--- src/ppp_pkg.sv ---
// ----------------------------------------------------------------------------
// Projection pixel preprocess package
// Shared item and configuration types, register indexes and fixed-point
// constants for the pixel preprocessing pipeline.
// ----------------------------------------------------------------------------
package ppp_pkg;

   // Register indexes on the configuration port.
   localparam logic [1:0] CSR_FLATFIELD_ENABLE = 2'd0;
   localparam logic [1:0] CSR_NEGLOG_ENABLE    = 2'd1;
   localparam logic [1:0] CSR_WEIGHT_ENABLE    = 2'd2;

   // Saturation limits of the signed Q15.16 working value.
   localparam logic signed [31:0] SAT_MAX = 32'sh7FFF_FFFF;
   localparam logic signed [31:0] SAT_MIN = 32'sh8000_0000;

   // ln(2) in Q30.
   localparam logic [29:0] LN2_Q30 = 30'd744261118;

   typedef struct packed {
      logic flatfield_enable;
      logic neglog_enable;
      logic weight_enable;
   } cfg_type;

   // One pixel as it travels between the pipeline sections.
   typedef struct packed {
      logic signed [31:0] value;
      logic               overflow;
      logic [17:0]        weight;
   } pixel_item_type;

endpackage

--- src/ppp_weight.sv ---
// ----------------------------------------------------------------------------
// Weighting section
// Three stages: product with the cone-beam weight, rounding to Q16, then
// sign restore with saturation. The last stage is the result register.
// ----------------------------------------------------------------------------
module ppp_weight (
   input  logic                    clock,
   input  logic                    reset,
   input  ppp_pkg::cfg_type        cfg,
   input  logic                    in_valid,
   output logic                    in_ready,
   input  ppp_pkg::pixel_item_type in_item,
   input  logic                    out_ready,
   output logic                    out_valid,
   output ppp_pkg::pixel_item_type out_item
);

   localparam int NUM_STAGES = 3;

   logic [NUM_STAGES-1:0] valid_ff;
   logic [NUM_STAGES:0]   ready;

   logic signed [18:0]      weight_s;
   ppp_pkg::pixel_item_type s0_item_ff;
   logic signed [50:0]      s0_prod_in, s0_prod_ff;

   ppp_pkg::pixel_item_type s1_item_ff;
   logic [50:0]             prod_mag;
   logic [50:0]             prod_round;
   logic [34:0]             s1_round_in, s1_round_ff;
   logic                    s1_neg_in, s1_neg_ff;

   logic signed [35:0]      signed_val;
   logic                    fits;
   ppp_pkg::pixel_item_type s2_item_in, s2_item_ff;

   always_comb begin
      ready[NUM_STAGES] = out_ready;
      for (int i = NUM_STAGES - 1; i >= 0; i--) begin
         ready[i] = !valid_ff[i] || ready[i+1];
      end
   end

   always_ff @(posedge clock) begin
      if (reset) begin
         valid_ff <= '0;
      end else begin
         if (ready[0]) valid_ff[0] <= in_valid;
         for (int i = 1; i < NUM_STAGES; i++) begin
            if (ready[i]) valid_ff[i] <= valid_ff[i-1];
         end
      end
   end

   assign weight_s   = $signed({1'b0, in_item.weight});
   assign s0_prod_in = in_item.value * weight_s;

   // Round half away from zero on the magnitude.
   assign prod_mag    = s0_prod_ff[50] ? 51'(-s0_prod_ff) : 51'(s0_prod_ff);
   assign prod_round  = prod_mag + (51'd1 << 15);
   assign s1_round_in = prod_round[50:16];
   assign s1_neg_in   = s0_prod_ff[50];

   assign signed_val = s1_neg_ff ? -$signed({1'b0, s1_round_ff})
                                 : $signed({1'b0, s1_round_ff});
   assign fits = (&signed_val[35:31]) || !(|signed_val[35:31]);

   always_comb begin
      s2_item_in = s1_item_ff;
      if (cfg.weight_enable) begin
         if (fits) begin
            s2_item_in.value = signed_val[31:0];
         end else begin
            s2_item_in.overflow = 1'b1;
            s2_item_in.value    = signed_val[35] ? ppp_pkg::SAT_MIN : ppp_pkg::SAT_MAX;
         end
      end
   end

   always_ff @(posedge clock) begin
      if (ready[0]) begin
         s0_item_ff <= in_item;
         s0_prod_ff <= s0_prod_in;
      end
      if (ready[1]) begin
         s1_item_ff  <= s0_item_ff;
         s1_round_ff <= s1_round_in;
         s1_neg_ff   <= s1_neg_in;
      end
      if (ready[2]) begin
         s2_item_ff <= s2_item_in;
      end
   end

   assign in_ready  = ready[0];
   assign out_valid = valid_ff[NUM_STAGES-1];
   assign out_item  = s2_item_ff;

endmodule

--- config.mk ---
export PLATFORM = sky130hd
export DESIGN_NAME = ppp_weight
export DESIGN_NICKNAME = d
export VERILOG_FILES = /design/src/ppp_pkg.sv /design/src/ppp_weight.sv
export SDC_FILE = /design/constraint.sdc
export NUM_CORES = 2
export LEC_CHECK = 0
export BUFFER_PORTS_ARGS = -buffer_cell sky130_fd_sc_hd__buf_4
export CORE_ASPECT_RATIO = 0.7
export CORE_MARGIN = 1.5
export CORE_UTILIZATION = 40
export CTS_CLUSTER_DIAMETER = 200
export DETAILED_ROUTE_END_ITERATION = 16
export MAX_ROUTING_LAYER = met4
export PLACE_DENSITY = 0.67
export RECOVER_POWER = 25
export SKIP_LAST_GASP = 1
export SLEW_MARGIN = 20
export SYNTH_ARGS = -nofsm -noshare
export SYNTH_HDL_FRONTEND = slang
export SYNTH_SLANG_ARGS = --single-unit
export TNS_END_PERCENT = 5
--- constraint.sdc ---
create_clock -name clock -period 10.8 [get_ports clock]
set_clock_uncertainty 0.05 [all_clocks]
set_input_delay 1.08 -clock clock [delete_from_list [all_inputs] [get_ports clock]]
set_output_delay 1.08 -clock clock [all_outputs]
set_load 0.01 [all_outputs]
==> run summary <==
RSZ-0062 raised after global routing -> false
most frequent cells in the layout -> inv_1, fa_1, and2_1
WP data arrival -> 9.21 ns
CP Launch Point -> in_item[11]
YS warnings -> 0
R2R Path End -> s1_round_ff[27]
ys flop type -> edfxtp_1
reg-to-reg slack, setup -> 5.84 ns
RD Place Congestion -> 0.8815
max cap viols -> 29
syn_area_per_cell -> 10.10 um^2
H-tree depth -> 1
CP Data Required Time -> 10.98 ns
drt wl/cell -> 18.80 um
first-pass GRT wire length -> 125200 um
Max transition margin -> -0.9477
antenna violations before repair -> 6
DRC viols -> 0
status -> finished with violations
crit path capture -> s0_prod_ff[43]
nets@finish -> 3837
area grow syn2layout -> 7.600%
I/O pin cnt -> 111
fin crit share -> 0.8354
startpoint types -> primary input
layout cells sized above 1 -> 0.04116
FFs w/ async S/R, synth -> 0
Netlist cell types -> 78
clock buffer depth -> 3
Final ANT Viol Nets -> 0
CTS buffer count -> 24
Worst Setup Path Type -> primary input to register
largest net degree at the start of global routing -> 76
Clock Tree Root -> clkbuf_16
final hold vios -> 0
Crit. End Element -> register
Worst-Margin Slew -> 2.922 ns
vias per std cell -> 5.085
Pins Over Slew Limit -> 856
Initial Util -> 0.4042
commonest non-fill, non-tap cell in the layout -> inv_1
worst r2r src -> s0_prod_ff[50]
Seq/Total Area, Yosys -> 0.2338
Max Clk Rate -> 110.8 MHz
Top Layer Used -> met4
flip-flop and latch count after synthesis -> 243
Clk pin slew, worst setup/hold paths -> 0.07 ns
Tmin final -> 9.022 ns
Post-DP HPWL -> 58370 um
total iterations of the first detailed-routing run -> 6
Min Hold Slack -> 0.3598 ns
Critical Path Fanout Max -> 33
violated checks -> max-capacitance violations, max-slew violations
CTS tree -> done
Final TNS setup -> 0 ns
Met3 Routed Length -> 8694 um
gr ovfl total -> 0
GRT Total Usage -> 0.2094
fillcell total -> 7355
# clock sinks -> 243
initial drt markers -> 1849
DIE AREA -> 79420 um^2
# port buffers -> 108
dpl ws -> 2.768 ns
Core Footprint -> 76890 um^2
worst setup margin -> 1.778 ns
routed wire length -> 78110 um
die extent in x -> 336.2 um
Post-synth EDFFs -> 240
# setup viols final -> 0
DR vias -> 21130
vias in the first global route -> 21720
wl on met1 -> 37630 um
met2 WL -> 30980 um
post-synthesis net count -> 3822
setup bufs post-CTS -> 0
post-route insts no fill -> 4155
Post-CTS Resized -> 0
die height -> 236.2 um
Clock Latency Late Sink -> 0.53 ns
Post-Synthesis Cells -> 3078
Post-CTS Hold Buffers -> 0
dpl cells -> 4111
Hold WC Path Type -> register to register
Post-Syn Area -> 31080 um^2
Rows -> 85
FF-to-FF path depth -> 14
[cells by family after synthesis]
family                   Yosys count  synth area share
buffers and inverters            833            0.1010
flip-flops                       243            0.2338
AO/OA/AOI/OAI                    255           0.05660
AND/OR/NAND/NOR                  918            0.1574
adder cells (fa/ha/maj)          686            0.4107
multiplexers                       5          0.001691
XOR/XNOR                         138           0.03888
[flip-flops by register name (all words and copies together), names as in the netlist]
name,cells
out_item,51
s0_item_ff,51
s0_prod_ff,51
s1_item_ff,51
s1_neg_ff,1
s1_round_ff,35
valid_ff,3
[layer usage]
metal | vias to the layer above | global-route usage
li1 | 9505 | -
met1 | 10670 | 0.3208
met2 | 893 | 0.2840
met3 | 63 | 0.05171
met4 | 0 | 0.02468
met5 | - | -
[layout make-up]
cell class                      count  area, um^2  area share
Clock buffer                       28       636.9     0.01904
Clock inverter                     15       210.2    0.006285
Multi-Input combinational cell   2002       20680      0.6185
Timing Repair Buffer              118       694.4     0.02076
Sequential cell                   243        7267      0.2173
Tap cell                         1044        1306     0.03906
Antenna cell                        1       2.502  0.00007482
Inverter                          704        2644     0.07905
[synthesized netlist by cell type (4+ instances only)]
cell | instances | area, um^2
inv_1 | 704 | 2643
fa_1 | 557 | 11150
and2_1 | 378 | 2365
nand2_1 | 297 | 1115
edfxtp_1 | 240 | 7207
ha_1 | 129 | 1614
clkbuf_1 | 120 | 450.4
xnor2_1 | 92 | 805.8
a21oi_1 | 63 | 315.3
nor2_1 | 53 | 198.9
o21ai_0 | 51 | 255.2
xor2_1 | 46 | 402.9
nand3_1 | 36 | 180.2
nand2b_1 | 26 | 162.7
a21o_1 | 18 | 135.1
nand4_1 | 18 | 112.6
nor3_1 | 18 | 90.09
o221ai_1 | 17 | 148.9
nor4_1 | 16 | 100.1
o31ai_1 | 14 | 105.1
and3_1 | 13 | 81.33
nor2b_1 | 12 | 75.07
or3_1 | 12 | 75.07
o21bai_1 | 11 | 82.58
a31oi_1 | 9 | 56.30
or4_1 | 9 | 67.56
o211ai_1 | 7 | 52.55
a211oi_1 | 6 | 45.04
buf_1 | 6 | 22.52
o41ai_1 | 6 | 52.55
a22oi_1 | 5 | 37.54
a41oi_1 | 5 | 43.79
nor4b_1 | 5 | 43.79
a21boi_0 | 4 | 30.03
and4_1 | 4 | 35.03
nor3b_1 | 4 | 30.03
o21a_1 | 4 | 30.03
[how the worst min path moves through the flow]
stage | startpoint | endpoint | slack (ns) | depth (start not counted)
6_report | s0_item_ff[35] | s1_item_ff[35] | 0.36 | 0
4_1_cts | s0_item_ff[32] | s1_item_ff[32] | 0.36 | 0
3_3_place_gp | s0_item_ff[43] | s1_item_ff[43] | 0.35 | 0
5_1_grt | s1_item_ff[4] | out_item[4] | 0.37 | 0
3_5_place_dp | s1_item_ff[16] | out_item[16] | 0.35 | 0
2_1_floorplan | s1_item_ff[0] | out_item[0] | 0.35 | 0
[worst max-delay path, stage by stage]
cell and delay, ns:
clkbuf_1 1.73, nand2_1 0.29, fa_1 0.63, inv_1 0.06
fa_1 0.48, fa_1 0.57, fa_1 0.44, fa_1 0.49
inv_1 0.05, fa_1 0.51, inv_1 0.06, ha_1 0.47
a21oi_1 0.22, a2111o_1 0.41, a31o_2 0.23, a31oi_1 0.30
o21ai_0 0.23, o21ai_0 0.39, a2111oi_0 0.18, a41oi_1 0.17
o311ai_0 0.19
[through the flow]
| stage | area [um^2] | util |
|---|---|---|
| after floorplan | 31080 | - |
| after global placement | 32790 | 0.4264 |
| after detailed placement | 32790 | 0.4264 |
| after CTS | 33630 | 0.4374 |
| after global routing | 33440 | 0.4349 |
| final | 33450 | 0.4350 |
Power is left out: the tool's default activity adds up to more than one toggle a clock period on the data nets, which glitch-free logic cannot reach.
