[config.mk]
export PLATFORM = sky130hd
export DESIGN_NAME = ppp_flatfield
export DESIGN_NICKNAME = d
export VERILOG_FILES = /design/src/ppp_pkg.sv /design/src/ppp_flatfield.sv
export SDC_FILE = /design/constraint.sdc
export NUM_CORES = 1
export LEC_CHECK = 0
export ABC_AREA = 0
export BUFFER_PORTS_ARGS = -buffer_cell sky130_fd_sc_hd__buf_2
export CORE_MARGIN = 1
export CORE_UTILIZATION = 63
export DETAILED_ROUTE_END_ITERATION = 10
export PLACE_DENSITY = 0.8
export SYNTH_ARGS = -nofsm -noshare
export SYNTH_HDL_FRONTEND = slang
export SYNTH_SLANG_ARGS = --single-unit
export TNS_END_PERCENT = 20
[constraint.sdc]
create_clock -name clock -period 9 [get_ports clock]
set_clock_uncertainty 0.05 [all_clocks]
set_input_delay 0.45 -clock clock [delete_from_list [all_inputs] [get_ports clock]]
set_output_delay 0.45 -clock clock [all_outputs]
set_load 0.02 [all_outputs]
[src/ppp_pkg.sv]
// ----------------------------------------------------------------------------
// Projection pixel preprocess package
// Shared item and configuration types, register indexes and fixed-point
// constants for the pixel preprocessing pipeline.
// ----------------------------------------------------------------------------
package ppp_pkg;

   // Register indexes on the configuration port.
   localparam logic [1:0] CSR_FLATFIELD_ENABLE = 2'd0;
   localparam logic [1:0] CSR_NEGLOG_ENABLE    = 2'd1;
   localparam logic [1:0] CSR_WEIGHT_ENABLE    = 2'd2;

   // Saturation limits of the signed Q15.16 working value.
   localparam logic signed [31:0] SAT_MAX = 32'sh7FFF_FFFF;
   localparam logic signed [31:0] SAT_MIN = 32'sh8000_0000;

   // ln(2) in Q30.
   localparam logic [29:0] LN2_Q30 = 30'd744261118;

   typedef struct packed {
      logic flatfield_enable;
      logic neglog_enable;
      logic weight_enable;
   } cfg_type;

   // One pixel as it travels between the pipeline sections.
   typedef struct packed {
      logic signed [31:0] value;
      logic               overflow;
      logic [17:0]        weight;
   } pixel_item_type;

endpackage

[src/ppp_flatfield.sv]
// ----------------------------------------------------------------------------
// Flat-field section
// Two stages: dark subtraction times reciprocal gain (with flat-field off,
// the raw count in Q16 instead), then saturation to the signed Q15.16 range.
// ----------------------------------------------------------------------------
module ppp_flatfield (
   input  logic                    clock,
   input  logic                    reset,
   input  ppp_pkg::cfg_type        cfg,
   input  logic                    in_valid,
   output logic                    in_ready,
   input  logic [15:0]             raw_pixel,
   input  logic [15:0]             dark_level,
   input  logic [17:0]             gain_recip,
   input  logic [17:0]             fdk_weight,
   input  logic                    out_ready,
   output logic                    out_valid,
   output ppp_pkg::pixel_item_type out_item
);

   localparam int NUM_STAGES = 2;

   logic [NUM_STAGES-1:0] valid_ff;
   logic [NUM_STAGES:0]   ready;

   logic signed [16:0] diff;
   logic signed [18:0] gain_s;

   logic signed [35:0] s0_product_in, s0_product_ff;
   logic [17:0]        s0_weight_in, s0_weight_ff;

   logic                    fits;
   ppp_pkg::pixel_item_type s1_item_in, s1_item_ff;

   // A stage takes new data when it is empty or its content moves on.
   always_comb begin
      ready[NUM_STAGES] = out_ready;
      for (int i = NUM_STAGES - 1; i >= 0; i--) begin
         ready[i] = !valid_ff[i] || ready[i+1];
      end
   end

   always_ff @(posedge clock) begin
      if (reset) begin
         valid_ff <= '0;
      end else begin
         if (ready[0]) valid_ff[0] <= in_valid;
         for (int i = 1; i < NUM_STAGES; i++) begin
            if (ready[i]) valid_ff[i] <= valid_ff[i-1];
         end
      end
   end

   assign diff   = $signed({1'b0, raw_pixel}) - $signed({1'b0, dark_level});
   assign gain_s = $signed({1'b0, gain_recip});

   assign s0_product_in = cfg.flatfield_enable ? diff * gain_s
                                               : $signed({4'b0000, raw_pixel, 16'h0000});
   assign s0_weight_in  = fdk_weight;

   assign fits = (&s0_product_ff[35:31]) || !(|s0_product_ff[35:31]);

   always_comb begin
      s1_item_in.weight   = s0_weight_ff;
      s1_item_in.overflow = !fits;
      if (fits) begin
         s1_item_in.value = s0_product_ff[31:0];
      end else if (s0_product_ff[35]) begin
         s1_item_in.value = ppp_pkg::SAT_MIN;
      end else begin
         s1_item_in.value = ppp_pkg::SAT_MAX;
      end
   end

   always_ff @(posedge clock) begin
      if (ready[0]) begin
         s0_product_ff <= s0_product_in;
         s0_weight_ff  <= s0_weight_in;
      end
      if (ready[1]) begin
         s1_item_ff <= s1_item_in;
      end
   end

   assign in_ready  = ready[0];
   assign out_valid = valid_ff[NUM_STAGES-1];
   assign out_item  = s1_item_ff;

endmodule

==> results of run 1 <==
==> metrics by stage <==
stage / worst slack [ns] / cell area, um^2 / hold slack, ns / util (%)
CTS: 0.7712 / 17810 / 0.2057 / 68.33
global placement: 0.6557 / 17500 / 0.3515 / 67.17
finish: 0.7112 / 17810 / 0.2171 / 68.33
global route: 0.2755 / 17810 / 0.2132 / 68.33
detailed placement: 0.4042 / 17500 / 0.3557 / 67.17
floorplan: 1.288 / 16710 / 0.3503 / -
==> Yosys cell counts (14+ instances only) <==
cell	count	area [um^2]
sky130_fd_sc_hd__clkbuf_1	105	394.1
sky130_fd_sc_hd__a31oi_1	15	93.84
sky130_fd_sc_hd__nand2b_1	48	300.3
sky130_fd_sc_hd__mux2_2	26	292.8
sky130_fd_sc_hd__ha_1	147	1839
sky130_fd_sc_hd__a21oi_1	46	230.2
sky130_fd_sc_hd__mux2i_1	25	250.2
sky130_fd_sc_hd__and2_1	66	412.9
sky130_fd_sc_hd__nor2b_1	41	256.5
sky130_fd_sc_hd__nor3_1	21	105.1
sky130_fd_sc_hd__edfxtp_1	105	3153
sky130_fd_sc_hd__nand3_1	73	365.4
sky130_fd_sc_hd__a211o_1	15	131.4
sky130_fd_sc_hd__fa_1	240	4805
sky130_fd_sc_hd__inv_1	334	1254
sky130_fd_sc_hd__nand2_1	177	664.4
sky130_fd_sc_hd__o21ai_0	27	135.1
sky130_fd_sc_hd__o21a_1	15	112.6
sky130_fd_sc_hd__o311ai_0	20	175.2
sky130_fd_sc_hd__a21o_1	47	352.8
sky130_fd_sc_hd__a211oi_1	15	112.6
sky130_fd_sc_hd__nor2_1	51	191.4
sky130_fd_sc_hd__nand4_1	14	87.58
==> kinds of logic after synthesis <==
kind of cell / count (synthesis) / share of synthesized area [%]
DFF: 107 / 19.11
AOI/OAI and AO/OA: 257 / 11.14
buffers and inverters: 451 / 10.30
muxes: 52 / 3.340
xor gates and xnor gates: 19 / 0.9960
adders and majority gates: 387 / 39.77
and+or+nand+nor: 518 / 15.34
==> cell type report <==
type | instances | share of cell area [%]
multi-input cells | 1233 | 66.34
flip-flops and latches | 107 | 17.93
inverters | 335 | 7.062
repair buffers | 151 | 4.609
well taps | 335 | 2.354
clock buffers | 9 | 1.265
clock inverters | 7 | 0.4427
==> path summary, 6_finish.rpt <==
path	cells after the start	to	slack (ns)
worst min register to register	0	out_item[3]	0.37
worst min-delay path	2	valid_ff[1]	0.22
worst max register to register	4	out_item[38]	5.91
worst max-delay path	28	s0_product_ff[29]	0.71
==> worst max-delay path, stage by stage <==
cell,delay (ns)
sky130_fd_sc_hd__buf_2,0.08
sky130_fd_sc_hd__inv_1,0.08
sky130_fd_sc_hd__ha_1,0.22
sky130_fd_sc_hd__fa_1,0.41
sky130_fd_sc_hd__nor2b_1,0.13
sky130_fd_sc_hd__o21a_1,0.21
sky130_fd_sc_hd__o21a_1,0.17
sky130_fd_sc_hd__o21a_1,0.20
sky130_fd_sc_hd__or3_1,0.78
sky130_fd_sc_hd__nand3_1,0.22
sky130_fd_sc_hd__fa_1,0.56
sky130_fd_sc_hd__inv_1,0.05
sky130_fd_sc_hd__fa_1,0.48
sky130_fd_sc_hd__inv_1,0.06
sky130_fd_sc_hd__fa_1,0.51
sky130_fd_sc_hd__inv_1,0.07
sky130_fd_sc_hd__fa_1,0.49
sky130_fd_sc_hd__fa_1,0.49
sky130_fd_sc_hd__inv_1,0.05
sky130_fd_sc_hd__fa_1,0.51
sky130_fd_sc_hd__inv_1,0.05
sky130_fd_sc_hd__ha_1,0.45
sky130_fd_sc_hd__nand4_1,0.21
sky130_fd_sc_hd__nor3_1,0.30
sky130_fd_sc_hd__o2111ai_1,0.29
sky130_fd_sc_hd__a31oi_1,0.34
sky130_fd_sc_hd__mux2i_1,0.23
sky130_fd_sc_hd__o311ai_0,0.16
==> routing by layer <==
| metal | wire, um | global-route usage (%) | share of wire [%] |
|---|---|---|---|
| met1 | 16530 | 41.59 | 40 |
| met2 | 19740 | 53.30 | 48 |
| met3 | 3456 | 4.972 | 8.5 |
| met4 | 1152 | 11.18 | 2.8 |
| met5 | 13 | 0 | 0.032 |
==> registers in the layout, summed over array words and instances, names as in the netlist <==
name	cells
out_item	51
s0_product_ff	36
s0_weight_ff	18
valid_ff	2
==> placed cells by master (no fill, tap or decap), types with 14 or more instances in the layout <==
| cell type | n |
|---|---|
| sky130_fd_sc_hd__inv_1 | 333 |
| sky130_fd_sc_hd__fa_1 | 240 |
| sky130_fd_sc_hd__nand2_1 | 176 |
| sky130_fd_sc_hd__ha_1 | 147 |
| sky130_fd_sc_hd__buf_2 | 125 |
| sky130_fd_sc_hd__edfxtp_1 | 105 |
| sky130_fd_sc_hd__nand3_1 | 73 |
| sky130_fd_sc_hd__and2_1 | 66 |
| sky130_fd_sc_hd__nor2_1 | 50 |
| sky130_fd_sc_hd__nand2b_1 | 48 |
| sky130_fd_sc_hd__a21o_1 | 47 |
| sky130_fd_sc_hd__a21oi_1 | 46 |
| sky130_fd_sc_hd__nor2b_1 | 41 |
| sky130_fd_sc_hd__o21ai_0 | 27 |
| sky130_fd_sc_hd__mux2_2 | 26 |
| sky130_fd_sc_hd__buf_4 | 26 |
| sky130_fd_sc_hd__mux2i_1 | 25 |
| sky130_fd_sc_hd__o311ai_0 | 20 |
| sky130_fd_sc_hd__nor3_1 | 20 |
| sky130_fd_sc_hd__o21a_1 | 15 |
| sky130_fd_sc_hd__a211oi_1 | 15 |
| sky130_fd_sc_hd__a211o_1 | 15 |
| sky130_fd_sc_hd__a31oi_1 | 15 |
| sky130_fd_sc_hd__nand4_1 | 14 |
==> metrics.txt, run 1 <==
outcome finished, final reports clean; final count of negative-setup-slack endpoints 0; number of vias per cell 5.938; length of the first detailed-routing pass in iterations 6; syn_nets 2253; total routing usage reported by global routing 31.71%; standard-cell row count 59; setup tns final 0 ns; clock root buffer sky130_fd_sc_hd__clkbuf_16; CP arrival 8.28 ns; insertion delay to the later sink of the worst-skew pair 0.35 ns; Detailed Place HPWL 32510 um; flops & latches, synth 107; Max clock buf depth 2; TritonCTS clock tree yes; Std-Cell Core Area 26060 um^2; worst slew margin relative to its limit 15.77%; start of the worst register-to-register path s0_product_ff[35]; top achievable clock speed 0.1206 GHz; number of buffer cells added on primary ports 125; hold path startpoint reset; H-Tree Depth 3; post-detailed-route wirelength per cell 18.78 um; Worst Hold Class primary input to flop; post-synthesis cell type count 64; global-route wire length before repair 66460 um; Detailed Route WL 40890 um; layout overhead on the synthesized area 6.583%; final instance count without filler cells 2177; number of global-route vias before repair 13240; Worst Max-Slew Pin Slew 1.264 ns; Avg Synthesized Cell Area 9.328 um^2; number of gates given a new drive strength after cts 0; Crit. Startpoint raw_pixel[0]; CP Max Fanout 18; post-synthesis sequential area ratio 19.11%; footprint of the multi-input gates 11810 um^2; DRT iter0 DRCs 1128; number of flops mapped to enable cells by yosys 105; number of fillers in the final layout 2075; die outline height 164.9 um; WP data required 8.99 ns; setup repair after global routing missed its margin false; overall via count from detail_route 12927; antenna violations before repair 1; setup fix buffers added after clock tree synthesis 0; DRT antenna net count 0; Critical Path Sink Type flop; DIE AREA 27180 um^2; total standard cell area after synthesis 16710 um^2; CP startpoint kind primary input; count of hold-fix buffers inserted at cts 0; Post-layout nets 2299; DRC 0; Reg clk slew, reported paths 0.08 ns; Main synth FF type sky130_fd_sc_hd__edfxtp_1; type of the setup path with the least slack primary input to flop; proportion of layout cells with a drive suffix above 1 11.40%; fraction of registers with async set or reset after synthesis 0%; die boundary width 164.9 um; period utilization 92.10%; count of synthesis-stage warnings from yosys 0; number of buffers added by the clock tree synthesis step 9; number of placed cells counting well taps 2161; Final Max Tran Viols 0; Synth Instances 1791; ports placed on the boundary 128; global-route congestion overflow total 0; time the worst path needs with I/O delays and setup 8.289 ns; starting density of the core 64.11%; hold violation total from the final report 0; Clock Sink Count 107; max-capacitance violation count 0; Sequential cell area 3193 um^2; maximum number of pins on one net before global-route repair 56; gpl congestion 0.9467; final antenna diode count 0
Power of run 1 is left out: the tool's default activity adds up to more than one toggle a clock period on the data nets, which glitch-free logic cannot reach.
==> run 2, diff against run 1 <==
--- a/config.mk
+++ b/config.mk
@@ -6,11 +6,11 @@
 export NUM_CORES = 1
 export LEC_CHECK = 0
 export ABC_AREA = 0
-export BUFFER_PORTS_ARGS = -buffer_cell sky130_fd_sc_hd__buf_2
 export CORE_MARGIN = 1
-export CORE_UTILIZATION = 63
+export CORE_UTILIZATION = 65
 export DETAILED_ROUTE_END_ITERATION = 10
-export PLACE_DENSITY = 0.8
+export DONT_BUFFER_PORTS = 1
+export PLACE_DENSITY = 0.81
 export SYNTH_ARGS = -nofsm -noshare
 export SYNTH_HDL_FRONTEND = slang
 export SYNTH_SLANG_ARGS = --single-unit
==> constraint.sdc (replaced) <==
create_clock -name clock -period 8.7 [get_ports clock]
set_clock_uncertainty 0.05 [all_clocks]
set_input_delay 0.435 -clock clock [delete_from_list [all_inputs] [get_ports clock]]
set_output_delay 0.435 -clock clock [all_outputs]
set_load 0.02 [all_outputs]
==> run 2 against run 1 <==
Sequential share of layout area grew 0.62 points. Hold slack lost 0.11 ns. Die area shrank 3.0%. Global-route usage grew 1.5 points. Cell area shrank 3.3%. Wire length grew 2.5%. Largest cell class unchanged.
==> metrics.txt, run 2 (synthesized netlist as in run 1, its figures left out) <==
setup fix buffers added after clock tree synthesis 0 (unchanged); CP Max Fanout 18 (unchanged); outcome finished, final reports clean; crit path setup slack, layout 0.5900 ns (-0.1213 ns); gpl congestion 0.9080 (-4.1%); Critical Path Sink Type flop; most frequent standard cell in the layout excluding fill and tap cells sky130_fd_sc_hd__inv_1; Detailed Place HPWL 33220 um (+2.2%); die outline height 162.3 um (-1.5%); DIE AREA 26350 um^2 (-3.0%); number of buffer cells added on primary ports 0 (-100%); die boundary width 162.3 um (-1.5%); final core area utilization 68.36% (about the same); number of buffers added by the clock tree synthesis step 9 (unchanged); Top delay family on crit path adder cells; setup repair after global routing missed its margin false; overall via count from detail_route 12644 (-2.2%); max incr delay on CP 0.73 ns (-0.05 ns); time the worst path needs with I/O delays and setup 8.110 ns; clock root buffer sky130_fd_sc_hd__clkbuf_16; Std-Cell Core Area 25180 um^2 (-3.4%); pre-CTS worst setup slack 0.1508 ns (-0.2534 ns); global-route congestion overflow total 0 (unchanged); proportion of layout cells with a drive suffix above 1 5.391% (-6.0 points); Worst Hold Class primary input to flop; TritonCTS clock tree yes; most common cell type on the critical path sky130_fd_sc_hd__fa_1; CP startpoint kind primary input; global-route wire length before repair 67510 um (+1.6%); H-Tree Depth 3 (unchanged); worst hold-check slack 0.1102 ns (-0.1069 ns); cell at the slowest stage of the critical path sky130_fd_sc_hd__or3_1; starting density of the core 66.35% (+2.2 points); DRT iter0 DRCs 1338 (+19%); number of gates given a new drive strength after cts 0 (unchanged); setup tns final 0 ns (unchanged); final count of negative-setup-slack endpoints 0 (unchanged); period utilization 93.22%; standard-cell row count 58 (-1.7%); worst slew margin relative to its limit 14.36% (-1.4 points); Worst Max-Slew Pin Slew 1.283 ns (+0.01975 ns); top achievable clock speed 0.1233 GHz; post-detailed-route wirelength per cell 20.39 um (+8.6%); maximum number of pins on one net before global-route repair 56 (unchanged); hold violation total from the final report 0 (unchanged); max reg flops 51 (unchanged); ports placed on the boundary 128 (unchanged); max-capacitance violation count 0 (unchanged); length of the first detailed-routing pass in iterations 6 (unchanged); insertion delay to the later sink of the worst-skew pair 0.34 ns (about the same); type of the setup path with the least slack primary input to flop; DRC 0 (unchanged); most frequent cells in the layout 333 x sky130_fd_sc_hd__inv_1, 240 x sky130_fd_sc_hd__fa_1, 176 x sky130_fd_sc_hd__nand2_1; Max clock buf depth 2 (unchanged); Clock Sink Count 107 (unchanged); Detailed Route WL 41930 um (+2.5%); antenna violations before repair 0 (-1); Final Max Tran Viols 0 (unchanged); Post-layout nets 2182 (-5.1%); WP data required 8.84 ns (-0.15 ns); count of hold-fix buffers inserted at cts 0 (unchanged); DRT antenna net count 0 (unchanged); critical path buffer and inverter count 6 (-1); CP arrival 8.25 ns (-0.03 ns); Reg clk slew, reported paths 0.07 ns (about the same); number of fillers in the final layout 1870 (-9.9%); total routing usage reported by global routing 33.19% (+1.5 points); number of global-route vias before repair 13183 (-0.43%); number of vias per cell 6.150 (+3.6%); layout overhead on the synthesized area 3.041%
## run 2: metrics by stage
stage / area, um^2 / cells
after floorplan: 16710 / 1791
after global placement: 16930 / 2039
after detailed placement: 16930 / 2039
after CTS: 17210 / 2055
after global routing: 17210 / 2055
final: 17220 / 2056
## run 2: final timing paths
kind              slack [ns]               from           endpoint  depth (start not counted)
setup / recovery        0.59       raw_pixel[0]  s0_product_ff[34]                         27
setup reg to reg        6.30  s0_product_ff[35]       out_item[22]                          6
hold reg to reg         0.37    s0_weight_ff[4]        out_item[4]                          0
hold / removal          0.11              reset        valid_ff[1]                          1
## run 2: metal layers
layer | share of wire [%] | GRT usage, % | vias to the layer above
li1 | - | - | 5689
met1 | 38 | 41.77 | 6211
met2 | 50 | 57.87 | 618
met3 | 8.3 | 5.363 | 126
met4 | 3.3 | 11.58 | 0
met5 | 0 | 0 | -
## run 2: worst reg2reg max path: stages (launching register included)
cell	delay (ns)
sky130_fd_sc_hd__edfxtp_1	0.44
sky130_fd_sc_hd__and3_1	0.18
sky130_fd_sc_hd__nand3_1	0.09
sky130_fd_sc_hd__o21ai_2	0.05
sky130_fd_sc_hd__buf_4	0.23
sky130_fd_sc_hd__nor2_2	0.99
sky130_fd_sc_hd__a21o_1	0.21
## run 2: cell type report
class / instances / area, um^2 / area share [%]
repair buffers: 34 / 255.2 / 1.483
flip-flops and latches: 107 / 3193 / 18.55
well taps: 330 / 412.9 / 2.398
inverters: 335 / 1257 / 7.304
clock buffers: 10 / 229.0 / 1.330
multi-input cells: 1233 / 11820 / 68.66
diodes: 1 / 2.502 / 0.01454
clock inverters: 6 / 45.04 / 0.2616
Power of run 2 is left out for the same reason.
